==> src/design/hpt_pkg.sv <==
`timescale 1ns / 1ps
// ----------------------------------------------------------------------------
// hpt_pkg: shared types and constants of the heading position tracker
// Holds the command codes, the field widths, the heading reduction constants
// and the quarter-wave sine table in Q1.15.
// ----------------------------------------------------------------------------
package hpt_pkg;

    localparam int VALUE_W   = 16;
    localparam int POS_W     = 48;
    localparam int HEIGHT_W  = 16;
    localparam int HEADING_W = 9;
    localparam int REM_W     = 7;
    localparam int TRIG_W    = 16;

    typedef enum logic [1:0] {
        CMD_HEIGHT  = 2'd0,
        CMD_TURN    = 2'd1,
        CMD_MOVE    = 2'd2,
        CMD_INVALID = 2'd3
    } cmd_t;

    typedef enum logic [1:0] {
        QUAD_I   = 2'd0,
        QUAD_II  = 2'd1,
        QUAD_III = 2'd2,
        QUAD_IV  = 2'd3
    } quad_t;

    // Heading kept both as whole degrees and split into quadrant and offset.
    typedef struct packed {
        logic [HEADING_W-1:0] degrees;
        quad_t                quad;
        logic [REM_W-1:0]     rem;
    } heading_t;

    // Magnitude and sign of one trig value.
    typedef struct packed {
        logic [TRIG_W-1:0] mag;
        logic              neg;
    } trig_t;

    localparam logic [HEADING_W-1:0] QUARTER_TURN    = 9'd90;
    localparam logic [HEADING_W-1:0] HALF_TURN       = 9'd180;
    localparam logic [HEADING_W-1:0] THREE_QUARTERS  = 9'd270;
    localparam logic [HEADING_W-1:0] FULL_TURN       = 9'd360;

    // The value is biased by 128 full turns so the reduction works on an
    // unsigned number; floor(u / 360) is then u * MOD_RECIP >> MOD_SHIFT.
    localparam logic [16:0] MOD_OFFSET = 17'd46080;
    localparam logic [16:0] MOD_RECIP  = 17'd93207;
    localparam int          MOD_SHIFT  = 25;

    localparam logic [TRIG_W-1:0] SINE_TABLE [0:90] = '{
        16'd0,     16'd572,   16'd1144,  16'd1715,  16'd2286,
        16'd2856,  16'd3425,  16'd3993,  16'd4560,  16'd5126,
        16'd5690,  16'd6252,  16'd6813,  16'd7371,  16'd7927,
        16'd8481,  16'd9032,  16'd9580,  16'd10126, 16'd10668,
        16'd11207, 16'd11743, 16'd12275, 16'd12803, 16'd13328,
        16'd13848, 16'd14365, 16'd14876, 16'd15384, 16'd15886,
        16'd16384, 16'd16877, 16'd17364, 16'd17847, 16'd18324,
        16'd18795, 16'd19261, 16'd19720, 16'd20174, 16'd20622,
        16'd21063, 16'd21498, 16'd21926, 16'd22348, 16'd22763,
        16'd23170, 16'd23571, 16'd23965, 16'd24351, 16'd24730,
        16'd25102, 16'd25466, 16'd25822, 16'd26170, 16'd26510,
        16'd26842, 16'd27166, 16'd27482, 16'd27789, 16'd28088,
        16'd28378, 16'd28660, 16'd28932, 16'd29197, 16'd29452,
        16'd29698, 16'd29935, 16'd30163, 16'd30382, 16'd30592,
        16'd30792, 16'd30983, 16'd31164, 16'd31336, 16'd31499,
        16'd31651, 16'd31795, 16'd31928, 16'd32052, 16'd32166,
        16'd32270, 16'd32365, 16'd32449, 16'd32524, 16'd32588,
        16'd32647, 16'd32688, 16'd32723, 16'd32748, 16'd32763,
        16'd32768
    };

    // Sine of a whole-degree angle in the first quadrant, Q1.15 magnitude.
    function automatic logic [TRIG_W-1:0] sine_lookup(input logic [REM_W-1:0] idx);
        logic [TRIG_W-1:0] result;
        begin
            if (idx > REM_W'(QUARTER_TURN))
            begin
                result = '0;
            end
            else
            begin
                result = SINE_TABLE[idx];
            end
            return result;
        end
    endfunction

endpackage

==> src/design/heading_position_tracker.sv <==
`timescale 1ns / 1ps
// ----------------------------------------------------------------------------
// heading_position_tracker: craft position, height and heading tracker
// Applies one height, turn or move command per request and reports the
// updated state with every result.
// ----------------------------------------------------------------------------
// The tracker takes one command request per clock cycle while in_stall is
// low and returns exactly one result request for each, passing through the
// input register and then the state registers. A request first lands in an
// input register; once the result slot is empty or being drained, a single
// pass of logic (heading reduction by reciprocal multiply, quarter-wave table
// lookup, one 16x16 multiply per axis, a 49-bit saturating add) updates the
// state registers. The state registers are the result register: out_x,
// out_y, out_height and out_heading show the state after the most recent
// command and hold while the output is stalled, since the state only
// advances when the result slot is empty or being drained. Sustained rate is
// one item per cycle when out_stall is low, set by the state-register feedback.
// A turn sets the heading to the value modulo 360 (negative values wrap up).
// A height command adds a signed rise, clamped to 0..65535. A move adds
// distance*cos and distance*sin to x and y, only while height is nonzero;
// positions are signed with FRAC_BITS fraction bits and saturate at the
// 48-bit limits. Command code 3 raises bad_command and changes nothing.
// in_stall is high only while a request sits in the input register and the
// result slot is occupied and stalled.
// ----------------------------------------------------------------------------
module heading_position_tracker
#(
    parameter int FRAC_BITS = 16
)
(
    input  logic                                 clk,
    input  logic                                 rst_n,
    input  logic                                 in_valid,
    output logic                                 in_stall,
    input  logic [1:0]                           command,
    input  logic signed [hpt_pkg::VALUE_W-1:0]   value,
    output logic                                 out_valid,
    input  logic                                 out_stall,
    output logic signed [hpt_pkg::POS_W-1:0]     out_x,
    output logic signed [hpt_pkg::POS_W-1:0]     out_y,
    output logic [hpt_pkg::HEIGHT_W-1:0]         out_height,
    output logic [hpt_pkg::HEADING_W-1:0]        out_heading,
    output logic                                 bad_command
);

    // Input register.
    logic                                in_valid_reg, in_valid_next;
    hpt_pkg::cmd_t                       cmd_reg;
    logic signed [hpt_pkg::VALUE_W-1:0]  value_reg;

    // State, which doubles as the result register.
    logic signed [hpt_pkg::POS_W-1:0]    pos_x_reg, pos_x_next;
    logic signed [hpt_pkg::POS_W-1:0]    pos_y_reg, pos_y_next;
    logic [hpt_pkg::HEIGHT_W-1:0]        height_reg, height_next;
    logic [hpt_pkg::HEADING_W-1:0]       heading_reg, heading_next;
    hpt_pkg::quad_t                      quad_reg, quad_next;
    logic [hpt_pkg::REM_W-1:0]           rem_reg, rem_next;
    logic                                bad_reg, bad_next;
    logic                                out_valid_reg, out_valid_next;

    logic                                accept;
    logic                                advance;
    hpt_pkg::heading_t                   turn_heading;
    logic [hpt_pkg::TRIG_W-1:0]          mag_direct;
    logic [hpt_pkg::TRIG_W-1:0]          mag_compl;
    hpt_pkg::trig_t                      sin_val;
    hpt_pkg::trig_t                      cos_val;
    logic signed [hpt_pkg::POS_W-1:0]    moved_x;
    logic signed [hpt_pkg::POS_W-1:0]    moved_y;
    logic signed [hpt_pkg::HEIGHT_W+1:0] height_sum;
    logic [hpt_pkg::HEIGHT_W-1:0]        height_clamped;

    // Handshake: the held request moves into the result slot whenever that
    // slot is empty or being drained this cycle.
    assign advance  = in_valid_reg && (!out_valid_reg || !out_stall);
    assign in_stall = in_valid_reg && !advance;
    assign accept   = in_valid && !in_stall;

    assign in_valid_next  = accept || (in_valid_reg && !advance);
    assign out_valid_next = advance || (out_valid_reg && out_stall);

    always_ff @(posedge clk or negedge rst_n)
    begin
        if (!rst_n)
        begin
            in_valid_reg  <= 1'b0;
            out_valid_reg <= 1'b0;
            pos_x_reg     <= '0;
            pos_y_reg     <= '0;
            height_reg    <= '0;
            heading_reg   <= '0;
            quad_reg      <= hpt_pkg::QUAD_I;
            rem_reg       <= '0;
            bad_reg       <= 1'b0;
        end
        else
        begin
            in_valid_reg  <= in_valid_next;
            out_valid_reg <= out_valid_next;
            pos_x_reg     <= pos_x_next;
            pos_y_reg     <= pos_y_next;
            height_reg    <= height_next;
            heading_reg   <= heading_next;
            quad_reg      <= quad_next;
            rem_reg       <= rem_next;
            bad_reg       <= bad_next;
        end
    end

    always_ff @(posedge clk)
    begin
        if (accept)
        begin
            cmd_reg   <= hpt_pkg::cmd_t'(command);
            value_reg <= value;
        end
    end

    // Turn: reduce the requested heading modulo a full turn.
    hpt_heading u_heading
    (
        .value   (value_reg),
        .heading (turn_heading)
    );

    // Trig values from the stored quadrant and offset. Within a quadrant
    // one axis reads the table at the offset, the other at its complement.
    always_comb
    begin
        mag_direct = hpt_pkg::sine_lookup(rem_reg);
        mag_compl  = hpt_pkg::sine_lookup(hpt_pkg::REM_W'(hpt_pkg::QUARTER_TURN) - rem_reg);
        case (quad_reg)
            hpt_pkg::QUAD_I:
            begin
                sin_val = '{mag: mag_direct, neg: 1'b0};
                cos_val = '{mag: mag_compl,  neg: 1'b0};
            end
            hpt_pkg::QUAD_II:
            begin
                sin_val = '{mag: mag_compl,  neg: 1'b0};
                cos_val = '{mag: mag_direct, neg: 1'b1};
            end
            hpt_pkg::QUAD_III:
            begin
                sin_val = '{mag: mag_direct, neg: 1'b1};
                cos_val = '{mag: mag_compl,  neg: 1'b1};
            end
            default:
            begin
                sin_val = '{mag: mag_compl,  neg: 1'b1};
                cos_val = '{mag: mag_direct, neg: 1'b0};
            end
        endcase
    end

    hpt_axis #(.FRAC_BITS(FRAC_BITS)) u_axis_x
    (
        .distance (value_reg),
        .trig     (cos_val),
        .pos      (pos_x_reg),
        .pos_next (moved_x)
    );

    hpt_axis #(.FRAC_BITS(FRAC_BITS)) u_axis_y
    (
        .distance (value_reg),
        .trig     (sin_val),
        .pos      (pos_y_reg),
        .pos_next (moved_y)
    );

    // Height: signed rise, clamped to the unsigned height range.
    always_comb
    begin
        height_sum = $signed({2'b00, height_reg})
                   + $signed({{2{value_reg[hpt_pkg::VALUE_W-1]}}, value_reg});
        if (height_sum[hpt_pkg::HEIGHT_W+1])
        begin
            height_clamped = '0;
        end
        else if (height_sum[hpt_pkg::HEIGHT_W])
        begin
            height_clamped = '1;
        end
        else
        begin
            height_clamped = height_sum[hpt_pkg::HEIGHT_W-1:0];
        end
    end

    // State update, taken only when the request moves into the result slot.
    always_comb
    begin
        pos_x_next   = pos_x_reg;
        pos_y_next   = pos_y_reg;
        height_next  = height_reg;
        heading_next = heading_reg;
        quad_next    = quad_reg;
        rem_next     = rem_reg;
        bad_next     = bad_reg;
        if (advance)
        begin
            bad_next = 1'b0;
            case (cmd_reg)
                hpt_pkg::CMD_HEIGHT:
                begin
                    height_next = height_clamped;
                end
                hpt_pkg::CMD_TURN:
                begin
                    heading_next = turn_heading.degrees;
                    quad_next    = turn_heading.quad;
                    rem_next     = turn_heading.rem;
                end
                hpt_pkg::CMD_MOVE:
                begin
                    // A grounded craft does not move.
                    if (height_reg != '0)
                    begin
                        pos_x_next = moved_x;
                        pos_y_next = moved_y;
                    end
                end
                default:
                begin
                    bad_next = 1'b1;
                end
            endcase
        end
    end

    assign out_valid   = out_valid_reg;
    assign out_x       = pos_x_reg;
    assign out_y       = pos_y_reg;
    assign out_height  = height_reg;
    assign out_heading = heading_reg;
    assign bad_command = bad_reg;

    // The split heading always agrees with the whole-degree heading.
    assert property (@(posedge clk) disable iff (!rst_n)
        (rem_reg < hpt_pkg::REM_W'(hpt_pkg::QUARTER_TURN)) &&
        (heading_reg == ({7'd0, quad_reg} * hpt_pkg::QUARTER_TURN + {2'd0, rem_reg})))
        else $error("split heading disagrees with heading register");

    // A rejected command changes no state.
    assert property (@(posedge clk) disable iff (!rst_n)
        (advance && (cmd_reg == hpt_pkg::CMD_INVALID)) |=>
        ($stable(pos_x_reg) && $stable(pos_y_reg) && $stable(height_reg) &&
         $stable(heading_reg) && bad_command))
        else $error("invalid command changed state");

    // A move while grounded leaves the position where it was.
    assert property (@(posedge clk) disable iff (!rst_n)
        (advance && (cmd_reg == hpt_pkg::CMD_MOVE) && (height_reg == '0)) |=>
        ($stable(pos_x_reg) && $stable(pos_y_reg)))
        else $error("position moved at zero height");

    // State only changes when a new result is produced.
    assert property (@(posedge clk) disable iff (!rst_n)
        (!advance) |=> ($stable(pos_x_reg) && $stable(pos_y_reg) &&
                        $stable(height_reg) && $stable(heading_reg)))
        else $error("state changed without a result");

endmodule

==> src/design/hpt_heading.sv <==
`timescale 1ns / 1ps
// ----------------------------------------------------------------------------
// hpt_heading: heading reduction
// Reduces a signed degree value to 0..359 and splits it into quadrant and
// offset within the quadrant.
// ----------------------------------------------------------------------------
module hpt_heading
(
    input  logic signed [hpt_pkg::VALUE_W-1:0] value,
    output hpt_pkg::heading_t                  heading
);

    logic [16:0]                    biased;
    logic [33:0]                    prod;
    logic [8:0]                     quot;
    logic [16:0]                    rem_full;
    logic [hpt_pkg::HEADING_W-1:0]  residue;

    always_comb
    begin
        biased   = {value[hpt_pkg::VALUE_W-1], value} + hpt_pkg::MOD_OFFSET;
        prod     = 34'(biased) * 34'(hpt_pkg::MOD_RECIP);
        quot     = prod[hpt_pkg::MOD_SHIFT +: 9];
        rem_full = biased - 17'(17'(quot) * 17'(hpt_pkg::FULL_TURN));
        // The reciprocal is exact over this range; the correction is a guard.
        if (rem_full >= 17'(hpt_pkg::FULL_TURN))
        begin
            rem_full = rem_full - 17'(hpt_pkg::FULL_TURN);
        end
        residue = rem_full[hpt_pkg::HEADING_W-1:0];

        heading.degrees = residue;
        if (residue >= hpt_pkg::THREE_QUARTERS)
        begin
            heading.quad = hpt_pkg::QUAD_IV;
            heading.rem  = hpt_pkg::REM_W'(residue - hpt_pkg::THREE_QUARTERS);
        end
        else if (residue >= hpt_pkg::HALF_TURN)
        begin
            heading.quad = hpt_pkg::QUAD_III;
            heading.rem  = hpt_pkg::REM_W'(residue - hpt_pkg::HALF_TURN);
        end
        else if (residue >= hpt_pkg::QUARTER_TURN)
        begin
            heading.quad = hpt_pkg::QUAD_II;
            heading.rem  = hpt_pkg::REM_W'(residue - hpt_pkg::QUARTER_TURN);
        end
        else
        begin
            heading.quad = hpt_pkg::QUAD_I;
            heading.rem  = hpt_pkg::REM_W'(residue);
        end
    end

endmodule

==> src/design/hpt_axis.sv <==
`timescale 1ns / 1ps
// ----------------------------------------------------------------------------
// hpt_axis: one coordinate update
// Multiplies the distance by a trig value, scales the product to the position
// format and adds it to the coordinate with saturation.
// ----------------------------------------------------------------------------
module hpt_axis
#(
    parameter int FRAC_BITS = 16
)
(
    input  logic signed [hpt_pkg::VALUE_W-1:0] distance,
    input  hpt_pkg::trig_t                     trig,
    input  logic signed [hpt_pkg::POS_W-1:0]   pos,
    output logic signed [hpt_pkg::POS_W-1:0]   pos_next
);

    localparam int SHL     = (FRAC_BITS >= 15) ? FRAC_BITS - 15 : 0;
    localparam int SHR     = (FRAC_BITS < 15) ? 15 - FRAC_BITS : 0;
    localparam int RND     = (SHR > 0) ? (1 << (SHR - 1)) : 0;
    localparam int PROD_W  = hpt_pkg::VALUE_W + hpt_pkg::TRIG_W;
    localparam int MAG_W   = PROD_W + SHL;
    localparam int DELTA_W = MAG_W + 1;
    localparam int POS_W   = hpt_pkg::POS_W;

    logic                      dist_neg;
    logic [hpt_pkg::VALUE_W-1:0] dist_mag;
    logic [PROD_W-1:0]         prod;
    logic [MAG_W-1:0]          scaled;
    logic signed [DELTA_W-1:0] delta;
    logic signed [POS_W:0]     sum;

    always_comb
    begin
        dist_neg = distance[hpt_pkg::VALUE_W-1];
        // The most negative distance maps to its unsigned magnitude exactly.
        dist_mag = dist_neg ? (~distance + 1'b1) : distance;
        prod     = PROD_W'(dist_mag) * PROD_W'(trig.mag);

        if (SHR == 0)
        begin
            scaled = MAG_W'(prod) << SHL;
        end
        else
        begin
            // Round to nearest, ties away from zero, on the magnitude.
            scaled = MAG_W'((prod + PROD_W'(RND)) >> SHR);
        end

        if (dist_neg ^ trig.neg)
        begin
            delta = -$signed({1'b0, scaled});
        end
        else
        begin
            delta = $signed({1'b0, scaled});
        end

        sum = $signed({pos[POS_W-1], pos})
            + $signed({{(POS_W + 1 - DELTA_W){delta[DELTA_W-1]}}, delta});

        if (sum[POS_W] != sum[POS_W-1])
        begin
            pos_next = sum[POS_W] ? {1'b1, {(POS_W-1){1'b0}}} : {1'b0, {(POS_W-1){1'b1}}};
        end
        else
        begin
            pos_next = sum[POS_W-1:0];
        end
    end

endmodule
==> config.mk <==
export PLATFORM = sky130hd
export DESIGN_NAME = heading_position_tracker
export DESIGN_NICKNAME = d
export VERILOG_FILES = /design/src/design/hpt_pkg.sv /design/src/design/heading_position_tracker.sv /design/src/design/hpt_heading.sv /design/src/design/hpt_axis.sv
export SDC_FILE = /design/constraint.sdc
export NUM_CORES = 2
export LEC_CHECK = 0
export ABC_AREA = 1
export BUFFER_PORTS_ARGS = -buffer_cell sky130_fd_sc_hd__buf_2
export CAP_MARGIN = 20
export CORE_ASPECT_RATIO = 0.75
export CORE_MARGIN = 2
export CORE_UTILIZATION = 30
export CTS_CLUSTER_SIZE = 8
export DETAILED_ROUTE_END_ITERATION = 16
export HOLD_SLACK_MARGIN = 0.03
export PLACE_DENSITY = 0.51
export SKIP_LAST_GASP = 1
export SYNTH_ARGS = -nofsm -noshare
export SYNTH_HDL_FRONTEND = slang
export SYNTH_SLANG_ARGS = --single-unit
==> constraint.sdc <==
create_clock -name clk -period 17.53 [get_ports clk]
set_input_delay 0.8765 -clock clk [delete_from_list [all_inputs] [get_ports clk]]
set_output_delay 0.8765 -clock clk [all_outputs]
set_load 0.02 [all_outputs]
==> results.md <==
* Post-DP HPWL at 109000 um
* Critical path's slowest cell: a21oi_4
* GRT Util Overall at 0.200
* Starting Density at 0.302
* Asr flop ratio synth at 0.880
* Fmax at 65.4 MHz
* Final Cycle Share at 0.872
* CTS sink cnt at 150
* Setup violators final at 0
* R2r startpoint: rem_reg[2]
* Final net count at 6620
* Routed Wire Length at 135000 um
* Number of global-route vias before repair at 36000
* Startpoint types: flip-flop
* DRT antenna net count at 0
* Clock Path Buffers at 2
* CP Capture Type: flip-flop
* Global Route met1 Usage at 0.312
* Post-synth EDFFs at 18
* Most frequent cells after synthesis: 1034 x inv_1, 1029 x nand2_1, 637 x nor2_1
* Setup Buffers After CTS at 0
* Post-Syn Nets at 6553
* Worst Skew at 0.0325 ns
* Largest net degree at the start of global routing at 76
* Die extent in x at 427 um
* Placed cells at 7328
* Hold buffer count at CTS at 0
* CP arrival at 15.69 ns
* Die H at 321 um
* Yosys top cell by area: fa_1
* Sequential area share after synthesis at 0.0956
* Mapped Area at 40200 sq um
* DRC at 0
* CTS buffer count at 17
* Distinct cells, synth at 76
* CTS tree: yes
* Root Buffer: clkbuf_16
* Worst hold margin at 0.417 ns
* Via/cell ratio at 4.94
* Fin. Hold Viols at 0
* Main flop type after synthesis: dfrtp_1
* Final Util at 0.327
* GP Congestion at 0.933
* Yosys top cell area share at 0.245
* Post-CTS Resized at 0
* GRT overflow at 0
* RSZ-0062 raised after global routing: no
* Worst-Skew Late Latency at 0.54 ns
* Worst Setup SP: rem_reg[2]
* Drt first pass iters at 8
* ANT cells at 0
* Crit-path max FO at 46
* Hold Crit Class: input pin to asynchronous set/reset pin
* Count leader, synth: inv_1
* Dominant cells by area after synthesis: fa_1 24%, ha_1 16%, inv_1 9.7%
* Crit-path most repeated cell: nand2_1
* Io pins at 146
* Global-route wire length before repair at 215000 um
* Final Critical Period at 15.29 ns
* Routing usage on met2 at 0.286
* CP peak stage delay at 0.88 ns
* Die area at 137000 sq um
* Total negative slack at 0 ns
* Synth warn at 0
* Grt met3 use at 0.0322
* Htree depth at 4
* Worst rel slew slack at 0.224
* P&R area growth vs syn at 8.47%
* IO Port Bufs at 145
* Number of antenna violations at the first check in global routing at 1
* Fraction of layout cells with a size suffix above 1 at 0.0633
* DR vias at 36300
* Kind of critical path: flip-flop to flip-flop
* Initial DRC count at 2857
* GR peak layer: met1
* Slew Viols, Final at 0
* Row Count at 116
* Core area at 133000 sq um
* Non-filler cells, final at 7362
* Status: finished clean
* Worst-margin pin slew at 1.16 ns
* WL/cell at 18.4 um
* Worst endpoint required time at 17.93 ns
* Syn Area/Cell at 7.30 sq um
* Synth Instances at 5512
* Reg clk slew, reported paths at 0.10 ns
* Max-Cap Viols at 0
* Flip-flop and latch count after synthesis at 150
layer usage:
layer,vias up,share of wire
li1,17600,-
met1,17500,0.51
met2,1151,0.41
met3,110,0.069
met4,2,0.014
met5,-,0.000067
logic make-up (layout without fill, tap and decap cells):
| logic type | count (synthesis) | in the layout | share of synthesized area |
|---|---|---|---|
| buffers and inverters | 1211 | 1291 | 0.115 |
| xor gates and xnor gates | 207 | 207 | 0.0458 |
| and+or+nand+nor | 2006 | 2006 | 0.204 |
| adders and majority gates | 1019 | 1019 | 0.409 |
| DFF | 150 | 150 | 0.0956 |
| AOI/OAI and AO/OA | 919 | 919 | 0.130 |
layout make-up:
| type | count | area (sq um) |
|---|---|---|
| fillers | 14500 | 89600 |
| flip-flops and latches | 150 | 3840 |
| well taps | 1770 | 2210 |
| clock buffers | 17 | 425 |
| multi-input cells | 4151 | 31800 |
| repair buffers | 197 | 1130 |
| inverters | 1062 | 3990 |
| clock inverters | 15 | 193 |
cells in the final DEF, fill, tap and decap left out, types with 14 or more instances in the layout:
cell type and count:
inv_1 1034, nand2_1 1029, nor2_1 636, ha_1 527
fa_1 492, a21oi_1 426, o21ai_0 239, nand3_1 162
buf_2 145, xor2_1 135, dfrtp_1 132, xnor2_1 61
nor3_1 50, buf_4 50, a31oi_1 49, or2_2 31
nand4_1 30, o211ai_1 29, nand2_2 23, o21ai_1 21
edfxtp_1 18, inv_2 17, o31ai_1 17, clkbuf_16 17
nor4_1 16, a21o_1 15, o21a_1 14
through the flow:
step | cell area, sq um | worst slack, ns
2_1_floorplan | 40200 | 6.05
3_3_place_gp | 43000 | 2.35
3_5_place_dp | 43000 | 2.28
4_1_cts | 43600 | 2.21
5_1_grt | 43600 | 0.725
6_report | 43600 | 2.24
critical path: cells and delay by family, from the launching register on:
family                     cells  cell delay [ns]
AOI/OAI and AO/OA             12             3.00
xor gates and xnor gates       2             0.43
DFF                            1             0.33
and+or+nand+nor               19             3.59
buffers and inverters         13             3.03
adders and majority gates     10             4.68
path summary, 6_finish.rpt:
| kind | end | slack [ns] | depth (start not counted) |
|---|---|---|---|
| min in group clk | out_heading[7] | 0.48 | 2 |
| setup / recovery | out_y[30] | 2.24 | 56 |
| setup reg to reg | out_y[30] | 2.24 | 56 |
| max in group asynchronous | out_y[0] | 15.74 | 2 |
| hold / removal | out_x[31] | 0.42 | 1 |
| hold reg to reg | out_heading[7] | 0.48 | 2 |
Power is left out: the tool's default activity adds up to more than one toggle a clock period on the data nets, which glitch-free logic cannot reach.
